==> config.mk <==
export PLATFORM = sky130hd
export DESIGN_NAME = hsv_pixel_tint
export DESIGN_NICKNAME = d
export VERILOG_FILES = /design/src/rtl/hpt_pkg.sv /design/src/rtl/hpt_ctrl.sv /design/src/rtl/hpt_front.sv /design/src/rtl/hpt_hsv.sv /design/src/rtl/hpt_out.sv /design/src/rtl/hsv_pixel_tint.sv
export SDC_FILE = /design/constraint.sdc
export NUM_CORES = 2
export LEC_CHECK = 0
export BUFFER_PORTS_ARGS = -buffer_cell sky130_fd_sc_hd__clkbuf_2
export CAP_MARGIN = 20
export CORE_UTILIZATION = 65
export DETAILED_ROUTE_END_ITERATION = 12
export PLACE_DENSITY_LB_ADDON = 0.05
export SETUP_SLACK_MARGIN = 0.05
export SYNTH_ARGS = -nofsm -noshare
export SYNTH_HDL_FRONTEND = slang
export SYNTH_HIERARCHICAL = 1
export SYNTH_SLANG_ARGS = --single-unit
==> constraint.sdc <==
create_clock -name clk_i -period 19.9 [get_ports clk_i]
set_input_delay 1.99 -clock clk_i [delete_from_list [all_inputs] [get_ports clk_i]]
set_output_delay 1.99 -clock clk_i [all_outputs]
set_load 0.05 [all_outputs]
==> src/rtl/hpt_pkg.sv <==
// Shared types and constants for the HSV pixel tint pipeline.
// No dependencies; every other file refers to this package by scoped names.
package hpt_pkg;

  localparam int unsigned NumStages = 8;
  localparam int unsigned CfgIdxW   = 2;

  typedef enum logic [CfgIdxW-1:0] {
    CfgHue   = 2'd0,
    CfgSat   = 2'd1,
    CfgLight = 2'd2,
    CfgLuma  = 2'd3
  } cfg_idx_e;

  // luma source codes; every other code selects green
  localparam logic [2:0] LumaRed  = 3'd1;
  localparam logic [2:0] LumaBlue = 3'd3;
  localparam logic [2:0] LumaMean = 3'd4;

  typedef struct packed {
    logic [7:0] red_in;
    logic [7:0] green_in;
    logic [7:0] blue_in;
  } pix_in_t;

  typedef struct packed {
    logic [7:0] red_out;
    logic [7:0] green_out;
    logic [7:0] blue_out;
  } pix_out_t;

  typedef struct packed {
    logic [6:0]        hue_setting;
    logic [6:0]        saturation_setting;
    logic signed [7:0] lightness_setting;
    logic [2:0]        luma_source;
  } cfg_t;

  // front end to conversion: gain product and hue/saturation terms
  typedef struct packed {
    logic [16:0] prod;
    logic [2:0]  sector;
    logic [14:0] hue50;
    logic [7:0]  sat;
  } front_t;

  // conversion to output stage: the candidate channel values
  typedef struct packed {
    logic [7:0] val;
    logic [7:0] lo;
    logic [7:0] fall;
    logic [7:0] rise;
    logic [2:0] sector;
  } conv_t;

  typedef logic [NumStages-1:0] stage_en_t;

endpackage

==> src/rtl/hpt_ctrl.sv <==
// Pipeline control: per-stage valid bits and load enables with bubble collapsing.
// Depends on hpt_pkg.
module hpt_ctrl (
  input  logic              clk_i,
  input  logic              rst_ni,
  input  logic              in_valid_i,
  input  logic              out_ready_i,
  output logic              in_ready_o,
  output logic              out_valid_o,
  output hpt_pkg::stage_en_t en_o
);

  localparam int unsigned N = hpt_pkg::NumStages;

  logic [N-1:0] valid_q, valid_d, en;

  // a stage loads when it is empty or its content moves on
  always_comb begin
    en[N-1] = !valid_q[N-1] || out_ready_i;
    for (int k = N - 2; k >= 0; k--) begin
      en[k] = !valid_q[k] || en[k+1];
    end
  end

  always_comb begin
    valid_d[0] = en[0] ? in_valid_i : valid_q[0];
    for (int k = 1; k < N; k++) begin
      valid_d[k] = en[k] ? valid_q[k-1] : valid_q[k];
    end
  end

  always_ff @(posedge clk_i or negedge rst_ni) begin
    if (!rst_ni) begin
      valid_q <= '0;
    end else begin
      valid_q <= valid_d;
    end
  end

  assign en_o        = en;
  assign in_ready_o  = en[0];
  assign out_valid_o = valid_q[N-1];

endmodule

==> src/rtl/hpt_front.sv <==
// Front end, stages 0 and 1: source selection, gain product, hue and saturation terms.
// Depends on hpt_pkg.
module hpt_front (
  input  logic               clk_i,
  input  logic [1:0]         en_i,
  input  hpt_pkg::pix_in_t   pix_i,
  input  hpt_pkg::cfg_t      cfg_i,
  output hpt_pkg::front_t    front_o
);

  localparam logic [15:0] MeanMul   = 16'd43691;  // 2^17 / 3, rounded up
  localparam logic [10:0] SectorMul = 11'd1093;   // 2^16 / 60, rounded up
  localparam logic [8:0]  HueWrap   = 9'd360;

  // stage 0
  logic [9:0]        sum;
  logic [25:0]       mean_prod;
  logic [7:0]        src_d, src_q;
  logic [9:0]        hue_x7, sat_x5;
  logic [8:0]        hue_raw, sat_raw, hue_d, hue_q;
  logic [7:0]        sat_d, sat_q;
  logic signed [8:0] light_off;
  logic [8:0]        gain_d, gain_q;
  logic              gain_pos_d, gain_pos_q;

  always_comb begin
    sum       = 10'(pix_i.red_in) + 10'(pix_i.green_in) + 10'(pix_i.blue_in);
    mean_prod = 26'(sum) * 26'(MeanMul);
    case (cfg_i.luma_source)
      hpt_pkg::LumaRed:  src_d = pix_i.red_in;
      hpt_pkg::LumaBlue: src_d = pix_i.blue_in;
      hpt_pkg::LumaMean: src_d = mean_prod[24:17];
      default:           src_d = pix_i.green_in;
    endcase

    hue_x7  = (10'(cfg_i.hue_setting) << 3) - 10'(cfg_i.hue_setting);
    hue_raw = hue_x7[9:1];
    hue_d   = (hue_raw >= HueWrap) ? hue_raw - HueWrap : hue_raw;

    sat_x5  = (10'(cfg_i.saturation_setting) << 2) + 10'(cfg_i.saturation_setting);
    sat_raw = sat_x5[9:1];
    sat_d   = (sat_raw > 9'd255) ? 8'hFF : sat_raw[7:0];

    light_off  = {cfg_i.lightness_setting[7], cfg_i.lightness_setting} + 9'sd50;
    gain_pos_d = light_off > 9'sd0;
    gain_d     = {light_off[7:0], 1'b0};
  end

  always_ff @(posedge clk_i) begin
    if (en_i[0]) begin
      src_q      <= src_d;
      gain_q     <= gain_d;
      gain_pos_q <= gain_pos_d;
      hue_q      <= hue_d;
      sat_q      <= sat_d;
    end
  end

  // stage 1
  logic [19:0]     sec_prod;
  hpt_pkg::front_t front_d, front_q;

  always_comb begin
    sec_prod       = 20'(hue_q) * 20'(SectorMul);
    front_d.prod   = gain_pos_q ? 17'(gain_q) * 17'(src_q) : '0;
    front_d.sector = sec_prod[18:16];
    front_d.hue50  = 15'(hue_q) * 15'd50;
    front_d.sat    = sat_q;
  end

  always_ff @(posedge clk_i) begin
    if (en_i[1]) begin
      front_q <= front_d;
    end
  end

  assign front_o = front_q;

endmodule

==> src/rtl/hpt_hsv.sv <==
// HSV to RGB conversion, stages 2 to 6: value, sector fraction, falling and rising ramps.
// Depends on hpt_pkg.
module hpt_hsv (
  input  logic            clk_i,
  input  logic [4:0]      en_i,
  input  hpt_pkg::front_t front_i,
  output hpt_pkg::conv_t  conv_o
);

  localparam logic [17:0] Div255Mul  = 18'd131587;  // 2^25 / 255, rounded up
  localparam logic [18:0] Div1000Mul = 19'd268436;  // 2^28 / 1000, rounded up
  localparam logic [15:0] ThirdMul   = 16'd43691;   // 2^17 / 3, rounded up
  localparam logic [9:0]  FracOne    = 10'd1000;

  function automatic logic [8:0] div255(input logic [16:0] x);
    logic [34:0] p;
    p = 35'(x) * 35'(Div255Mul);
    return p[33:25];
  endfunction

  function automatic logic [7:0] div1000(input logic [17:0] x);
    logic [36:0] p;
    p = 37'(x) * 37'(Div1000Mul);
    return p[35:28];
  endfunction

  // stage 2: value and fraction in thousandths
  logic [8:0]  val_raw;
  logic [30:0] third_prod;
  logic [12:0] third, frac_w;
  logic [7:0]  val2_d, val2_q, sat2_q;
  logic [9:0]  frac2_q;
  logic [2:0]  sector2_q;

  always_comb begin
    val_raw    = div255(front_i.prod);
    val2_d     = (val_raw > 9'd255) ? 8'hFF : val_raw[7:0];
    third_prod = 31'(front_i.hue50) * 31'(ThirdMul);
    third      = third_prod[29:17];
    frac_w     = third - 13'(front_i.sector) * 13'd1000;
  end

  always_ff @(posedge clk_i) begin
    if (en_i[0]) begin
      val2_q    <= val2_d;
      frac2_q   <= frac_w[9:0];
      sector2_q <= front_i.sector;
      sat2_q    <= front_i.sat;
    end
  end

  // stage 3: saturation products
  logic [9:0]  comp;
  logic [17:0] sf3_d, sr3_d, sf3_q, sr3_q;
  logic [15:0] lo_prod3_d, lo_prod3_q;
  logic [7:0]  val3_q;
  logic [2:0]  sector3_q;

  always_comb begin
    comp       = FracOne - frac2_q;
    sf3_d      = 18'(sat2_q) * 18'(frac2_q);
    sr3_d      = 18'(sat2_q) * 18'(comp);
    lo_prod3_d = 16'(8'hFF - sat2_q) * 16'(val2_q);
  end

  always_ff @(posedge clk_i) begin
    if (en_i[1]) begin
      sf3_q      <= sf3_d;
      sr3_q      <= sr3_d;
      lo_prod3_q <= lo_prod3_d;
      val3_q     <= val2_q;
      sector3_q  <= sector2_q;
    end
  end

  // stage 4: scale back from thousandths, finish the low channel
  logic [8:0] lo_w;
  logic [7:0] qf4_q, qr4_q, lo4_q, val4_q;
  logic [2:0] sector4_q;

  assign lo_w = div255(17'(lo_prod3_q));

  always_ff @(posedge clk_i) begin
    if (en_i[2]) begin
      qf4_q     <= div1000(sf3_q);
      qr4_q     <= div1000(sr3_q);
      lo4_q     <= lo_w[7:0];
      val4_q    <= val3_q;
      sector4_q <= sector3_q;
    end
  end

  // stage 5: ramp products
  logic [15:0] fall_prod_d, rise_prod_d, fall_prod5_q, rise_prod5_q;
  logic [7:0]  lo5_q, val5_q;
  logic [2:0]  sector5_q;

  always_comb begin
    fall_prod_d = 16'(8'hFF - qf4_q) * 16'(val4_q);
    rise_prod_d = 16'(8'hFF - qr4_q) * 16'(val4_q);
  end

  always_ff @(posedge clk_i) begin
    if (en_i[3]) begin
      fall_prod5_q <= fall_prod_d;
      rise_prod5_q <= rise_prod_d;
      lo5_q        <= lo4_q;
      val5_q       <= val4_q;
      sector5_q    <= sector4_q;
    end
  end

  // stage 6: ramp quotients
  logic [8:0]     fall_w, rise_w;
  hpt_pkg::conv_t conv_d, conv_q;

  always_comb begin
    fall_w        = div255(17'(fall_prod5_q));
    rise_w        = div255(17'(rise_prod5_q));
    conv_d.val    = val5_q;
    conv_d.lo     = lo5_q;
    conv_d.fall   = fall_w[7:0];
    conv_d.rise   = rise_w[7:0];
    conv_d.sector = sector5_q;
  end

  always_ff @(posedge clk_i) begin
    if (en_i[4]) begin
      conv_q <= conv_d;
    end
  end

  assign conv_o = conv_q;

endmodule

==> src/rtl/hpt_out.sv <==
// Output stage 7: sector mux, red/blue swap, 1.5x boost with clamp, output register.
// Depends on hpt_pkg.
module hpt_out (
  input  logic              clk_i,
  input  logic              en_i,
  input  hpt_pkg::conv_t    conv_i,
  output hpt_pkg::pix_out_t pix_o
);

  function automatic logic [7:0] boost(input logic [7:0] c);
    logic [9:0] t;
    t = {1'b0, c, 1'b0} + 10'(c);
    return (t[9:1] > 9'd255) ? 8'hFF : t[8:1];
  endfunction

  logic [7:0]        cr, cg, cb;
  hpt_pkg::pix_out_t pix_d, pix_q;

  always_comb begin
    case (conv_i.sector)
      3'd0: begin
        cr = conv_i.val;  cg = conv_i.rise; cb = conv_i.lo;
      end
      3'd1: begin
        cr = conv_i.fall; cg = conv_i.val;  cb = conv_i.lo;
      end
      3'd2: begin
        cr = conv_i.lo;   cg = conv_i.val;  cb = conv_i.rise;
      end
      3'd3: begin
        cr = conv_i.lo;   cg = conv_i.fall; cb = conv_i.val;
      end
      3'd4: begin
        cr = conv_i.rise; cg = conv_i.lo;   cb = conv_i.val;
      end
      default: begin
        cr = conv_i.val;  cg = conv_i.lo;   cb = conv_i.fall;
      end
    endcase
    // red and blue trade places here
    pix_d.red_out   = boost(cb);
    pix_d.green_out = boost(cg);
    pix_d.blue_out  = boost(cr);
  end

  always_ff @(posedge clk_i) begin
    if (en_i) begin
      pix_q <= pix_d;
    end
  end

  assign pix_o = pix_q;

endmodule

==> src/rtl/hsv_pixel_tint.sv <==
// Top level of the HSV pixel tint block: configuration registers and the pipeline.
// Depends on hpt_pkg, hpt_ctrl, hpt_front, hpt_hsv, hpt_out.
//
// Usage:
//   Pixels enter on in_valid_i/in_ready_o/in_data_i, one transfer per clock while ready.
//   Recolored pixels leave on out_valid_o/out_ready_i/out_data_o in order.
//   Settings are written on cfg_valid_i/cfg_index_i/cfg_data_i; cfg_ready_o
//   is always high. Write only while no pixel is in flight.
//   Path: a pixel transferred on the input passes through eight pipeline
//   registers, stages 0 to 7, before it shows on out_valid_o.
//   Throughput: one pixel per cycle while not stalled; eight stages hold one pixel each.
//   Stall: when out_ready_i is low the output holds; upstream stages keep
//   filling any empty slots, so in_ready_o drops only once every stage
//   holds a pixel. Nothing is dropped or repeated.
//   Reset: rst_ni clears all valid bits and the settings to zero.
module hsv_pixel_tint (
  input  logic                             clk_i,
  input  logic                             rst_ni,
  input  logic                             in_valid_i,
  output logic                             in_ready_o,
  input  hpt_pkg::pix_in_t                 in_data_i,
  output logic                             out_valid_o,
  input  logic                             out_ready_i,
  output hpt_pkg::pix_out_t                out_data_o,
  input  logic                             cfg_valid_i,
  output logic                             cfg_ready_o,
  input  logic [hpt_pkg::CfgIdxW-1:0]      cfg_index_i,
  input  logic [7:0]                       cfg_data_i
);

  hpt_pkg::cfg_t      cfg_d, cfg_q;
  hpt_pkg::stage_en_t en;
  hpt_pkg::front_t    front;
  hpt_pkg::conv_t     conv;

  assign cfg_ready_o = 1'b1;

  always_comb begin
    cfg_d = cfg_q;
    if (cfg_valid_i) begin
      case (hpt_pkg::cfg_idx_e'(cfg_index_i))
        hpt_pkg::CfgHue:   cfg_d.hue_setting        = cfg_data_i[6:0];
        hpt_pkg::CfgSat:   cfg_d.saturation_setting = cfg_data_i[6:0];
        hpt_pkg::CfgLight: cfg_d.lightness_setting  = cfg_data_i;
        hpt_pkg::CfgLuma:  cfg_d.luma_source        = cfg_data_i[2:0];
        default:           cfg_d = cfg_q;
      endcase
    end
  end

  always_ff @(posedge clk_i or negedge rst_ni) begin
    if (!rst_ni) begin
      cfg_q <= '0;
    end else begin
      cfg_q <= cfg_d;
    end
  end

  hpt_ctrl u_ctrl (
    .clk_i       (clk_i),
    .rst_ni      (rst_ni),
    .in_valid_i  (in_valid_i),
    .out_ready_i (out_ready_i),
    .in_ready_o  (in_ready_o),
    .out_valid_o (out_valid_o),
    .en_o        (en)
  );

  hpt_front u_front (
    .clk_i   (clk_i),
    .en_i    (en[1:0]),
    .pix_i   (in_data_i),
    .cfg_i   (cfg_q),
    .front_o (front)
  );

  hpt_hsv u_hsv (
    .clk_i   (clk_i),
    .en_i    (en[6:2]),
    .front_i (front),
    .conv_o  (conv)
  );

  hpt_out u_out (
    .clk_i  (clk_i),
    .en_i   (en[7]),
    .conv_i (conv),
    .pix_o  (out_data_o)
  );

endmodule

==> out/summary.txt <==
sequential share of the synthesized area = 20.5%
Synth top area share = 29.3%
Post-CTS Setup Inserts = 0
setup slack on the worst flop-to-flop path = 12.92 ns
Core Area = 75800 sq um
routed wire length = 94.5 mm
Worst Hold Launch = u_hsv/lo4_q[7]
register area = 10200 sq um
Reg2Reg Depth = 26
Max Slew Vio Count = 0
CP Class = primary input to register
synth-to-layout area growth = 5.59%
Mean Syn Cell Area = 10.4 sq um
RSZ-0062 raised after global routing = no
synthesis-stage register bit count = 344
Hold-fix buffers, CTS = 0
clk_lat worst skew = 0.58 ns
vias = 32700
Final Skew = 0.0202 ns
global-route wire length before repair = 165 mm
Initial Util = 65.5%
setup TNS = 0 ns
Synth warnings = 6
TritonCTS clock tree = done
ant diodes = 0
count leader, synth = ha_1
MaxCap Viol Count = 0
Core Rows = 101
min-delay worst type = register to register
Die ar. = 77600 sq um
CTS Sinks = 344
DR pass1 iterations = 5
critical path required time = 20.21 ns
PortBufs = 64
Final Hold Viols = 0
die height = 279 microns
Layout fillers = 5959
Area contributors post-synth = ha_1 29%, fa_1 20%, edfxtp_1 19%, inv_1 7.2%, xnor2_1 2.3%
largest net degree at the start of global routing = 63
Iter 0 DRT Violations = 1225
crit share post-route = 41.5%
ys async rst share = 9.59%
number of enable flip-flop cells after synthesis = 311
vias per cell = 5.58
FMAX = 0.121 GHz
Worst Path Arrival = 8.57 ns
Setup crit start = in_data_i[1]
status = complete, no violations
Syn Std Cell Area = 49700 sq um
CTS Buffer Depth = 3
WL per Instance = 16.1 microns
capture point of the worst reg-to-reg path = u_hsv/frac2_q[9]
die width = 279 microns
grt total ovfl = 0
Startpoint Class = primary input
Global Route Usage Sum = 25.9%
CP max FO = 5
Mapped Cells = 4793
Netlist cell types = 106
initial antenna violation count = 0
Tightest Pin Transition = 1.02 ns
Root Driver = clkbuf_16
DRT antenna net count = 0
vias in the first global route = 34700
Rel. slew slack = 32.1%
setup violators final = 0
RePlAce Congestion = 0.873
Hold Path End = u_hsv/lo5_q[7]
Clock transition at path regs = 0.06 ns
I/O pin count = 66
post_cts resized = 0
layout cell share with drive strength beyond 1 = 4.66%
most used flip-flop cell after synthesis = edfxtp_1
H-tree Lvls = 2
cell accounting for the most synthesized area = ha_1
Worst setup EP type = register
reg2reg start = u_front/front_o[17]
post-route minimum period = 8.26 ns
CTS buffer count = 41
worst hold path stage count = 0
nets = 6549
Synth top cells by count = 1163 x ha_1, 949 x inv_1, 489 x fa_1
area of the multi-input gates = 35700 sq um
Final HPWL DP = 78.6 mm
DRC = 0
==> how the worst max path moves through the flow <==
stage / depth (start not counted) / end / slack [ns]
final: 25 / u_front/src_q[6] / 11.64
after global routing: 25 / u_front/src_q[6] / 11.29
after CTS: 25 / u_front/src_q[6] / 11.69
after detailed placement: 25 / u_front/src_q[6] / 11.04
after global placement: 25 / u_front/src_q[6] / 11.19
after floorplan: 24 / u_front/src_q[6] / 11.82
==> placed cells by master (no fill, tap or decap), drive strengths merged, types with 17 or more instances in the layout <==
master / netlist / final
nor2b: 151 / 151
nand2b: 118 / 118
a21o: 63 / 63
a211oi: 21 / 21
clkinv: 1 / 18
inv: 952 / 955
nand4: 27 / 27
edfxtp: 311 / 311
ha: 1163 / 1163
xor2: 59 / 59
o21a: 22 / 22
nor3: 49 / 49
o21ai: 114 / 114
xnor2: 131 / 131
nor2: 111 / 111
and2: 130 / 130
fa: 489 / 489
nand2: 242 / 242
nand3: 54 / 54
mux2i: 34 / 34
a21oi: 146 / 146
o211ai: 25 / 25
clkbuf: 44 / 114
buf: 16 / 17
mux2: 31 / 31
dfrtp: 33 / 33
==> state kept, by name, summed over array words and instances, names as in the netlist, 9 cells and up <==
name and flops:
cfg_q 25, u_front/front_o 41, u_front/hue_q 9, u_hsv/conv_o 35, u_hsv/fall_prod5_q 16, u_hsv/frac2_q 10
u_hsv/lo_prod3_q 16, u_hsv/rise_prod5_q 16, u_hsv/sf3_q 18, u_hsv/sr3_q 17, u_out/pix_o 24
==> metrics by stage <==
stage | std cells | worst slack [ns] | instance area, sq um | hold WS, ns | utilization, %
after floorplan | 4794 | 11.82 | 49700 | 0.400 | -
after global placement | 5789 | 11.19 | 51100 | 0.400 | 67.4
after detailed placement | 5789 | 11.04 | 51100 | 0.405 | 67.4
after CTS | 5863 | 11.69 | 52400 | 0.418 | 69.1
after global routing | 5867 | 11.29 | 52500 | 0.421 | 69.2
final | 5867 | 11.64 | 52500 | 0.415 | 69.2
==> cell type report <==
cell class | count | share of cell area (%)
clock buffer | 50 | 2.08
inverter | 953 | 6.82
multi-input combinational | 3437 | 68.0
clock inverter | 24 | 0.460
sequential | 344 | 19.4
tap | 978 | 2.33
timing repair buffer | 81 | 0.939
==> worst max-delay path, cell delays in order <==
cell and delay [ns]:
clkbuf_2 0.11, fa_1 0.54, ha_1 0.16, inv_1 0.05
fa_1 0.39, nor2b_1 0.16, o31a_1 0.20, o21a_1 0.13
nor2_1 0.05, xnor2_1 0.30, ha_1 0.23, inv_1 0.08
fa_1 0.51, inv_1 0.09, fa_1 0.51, inv_1 0.05
fa_1 0.58, inv_1 0.09, fa_1 0.48, ha_1 0.34
nand4_1 0.12, or4b_1 0.54, a21oi_1 0.48, a311o_1 0.27
o211ai_1 0.09
==> logic make-up (layout without fill, tap and decap cells) <==
| kind of cell | after synthesis | in the layout | share of synthesized area [%] |
|---|---|---|---|
| DFF | 344 | 344 | 20.5 |
| other | 2 | 3 | 0.0151 |
| AOI/OAI and AO/OA | 545 | 545 | 7.33 |
| muxes | 65 | 65 | 1.39 |
| buffers and inverters | 1013 | 1108 | 7.77 |
| and+or+nand+nor | 979 | 979 | 10.6 |
| adders and majority gates | 1655 | 1655 | 49.0 |
| xor gates and xnor gates | 190 | 190 | 3.38 |
==> layer usage <==
layer / GRT usage, % / routed length (microns) / share of wire [%]
met4: 6.20 / 1980 / 2.1
met2: 46.9 / 47400 / 50
met5: 0 / 0 / 0
met1: 33.0 / 42100 / 45
met3: 2.70 / 3100 / 3.3
Power is left out: the tool's default activity adds up to more than one toggle a clock period on the data nets, which glitch-free logic cannot reach.
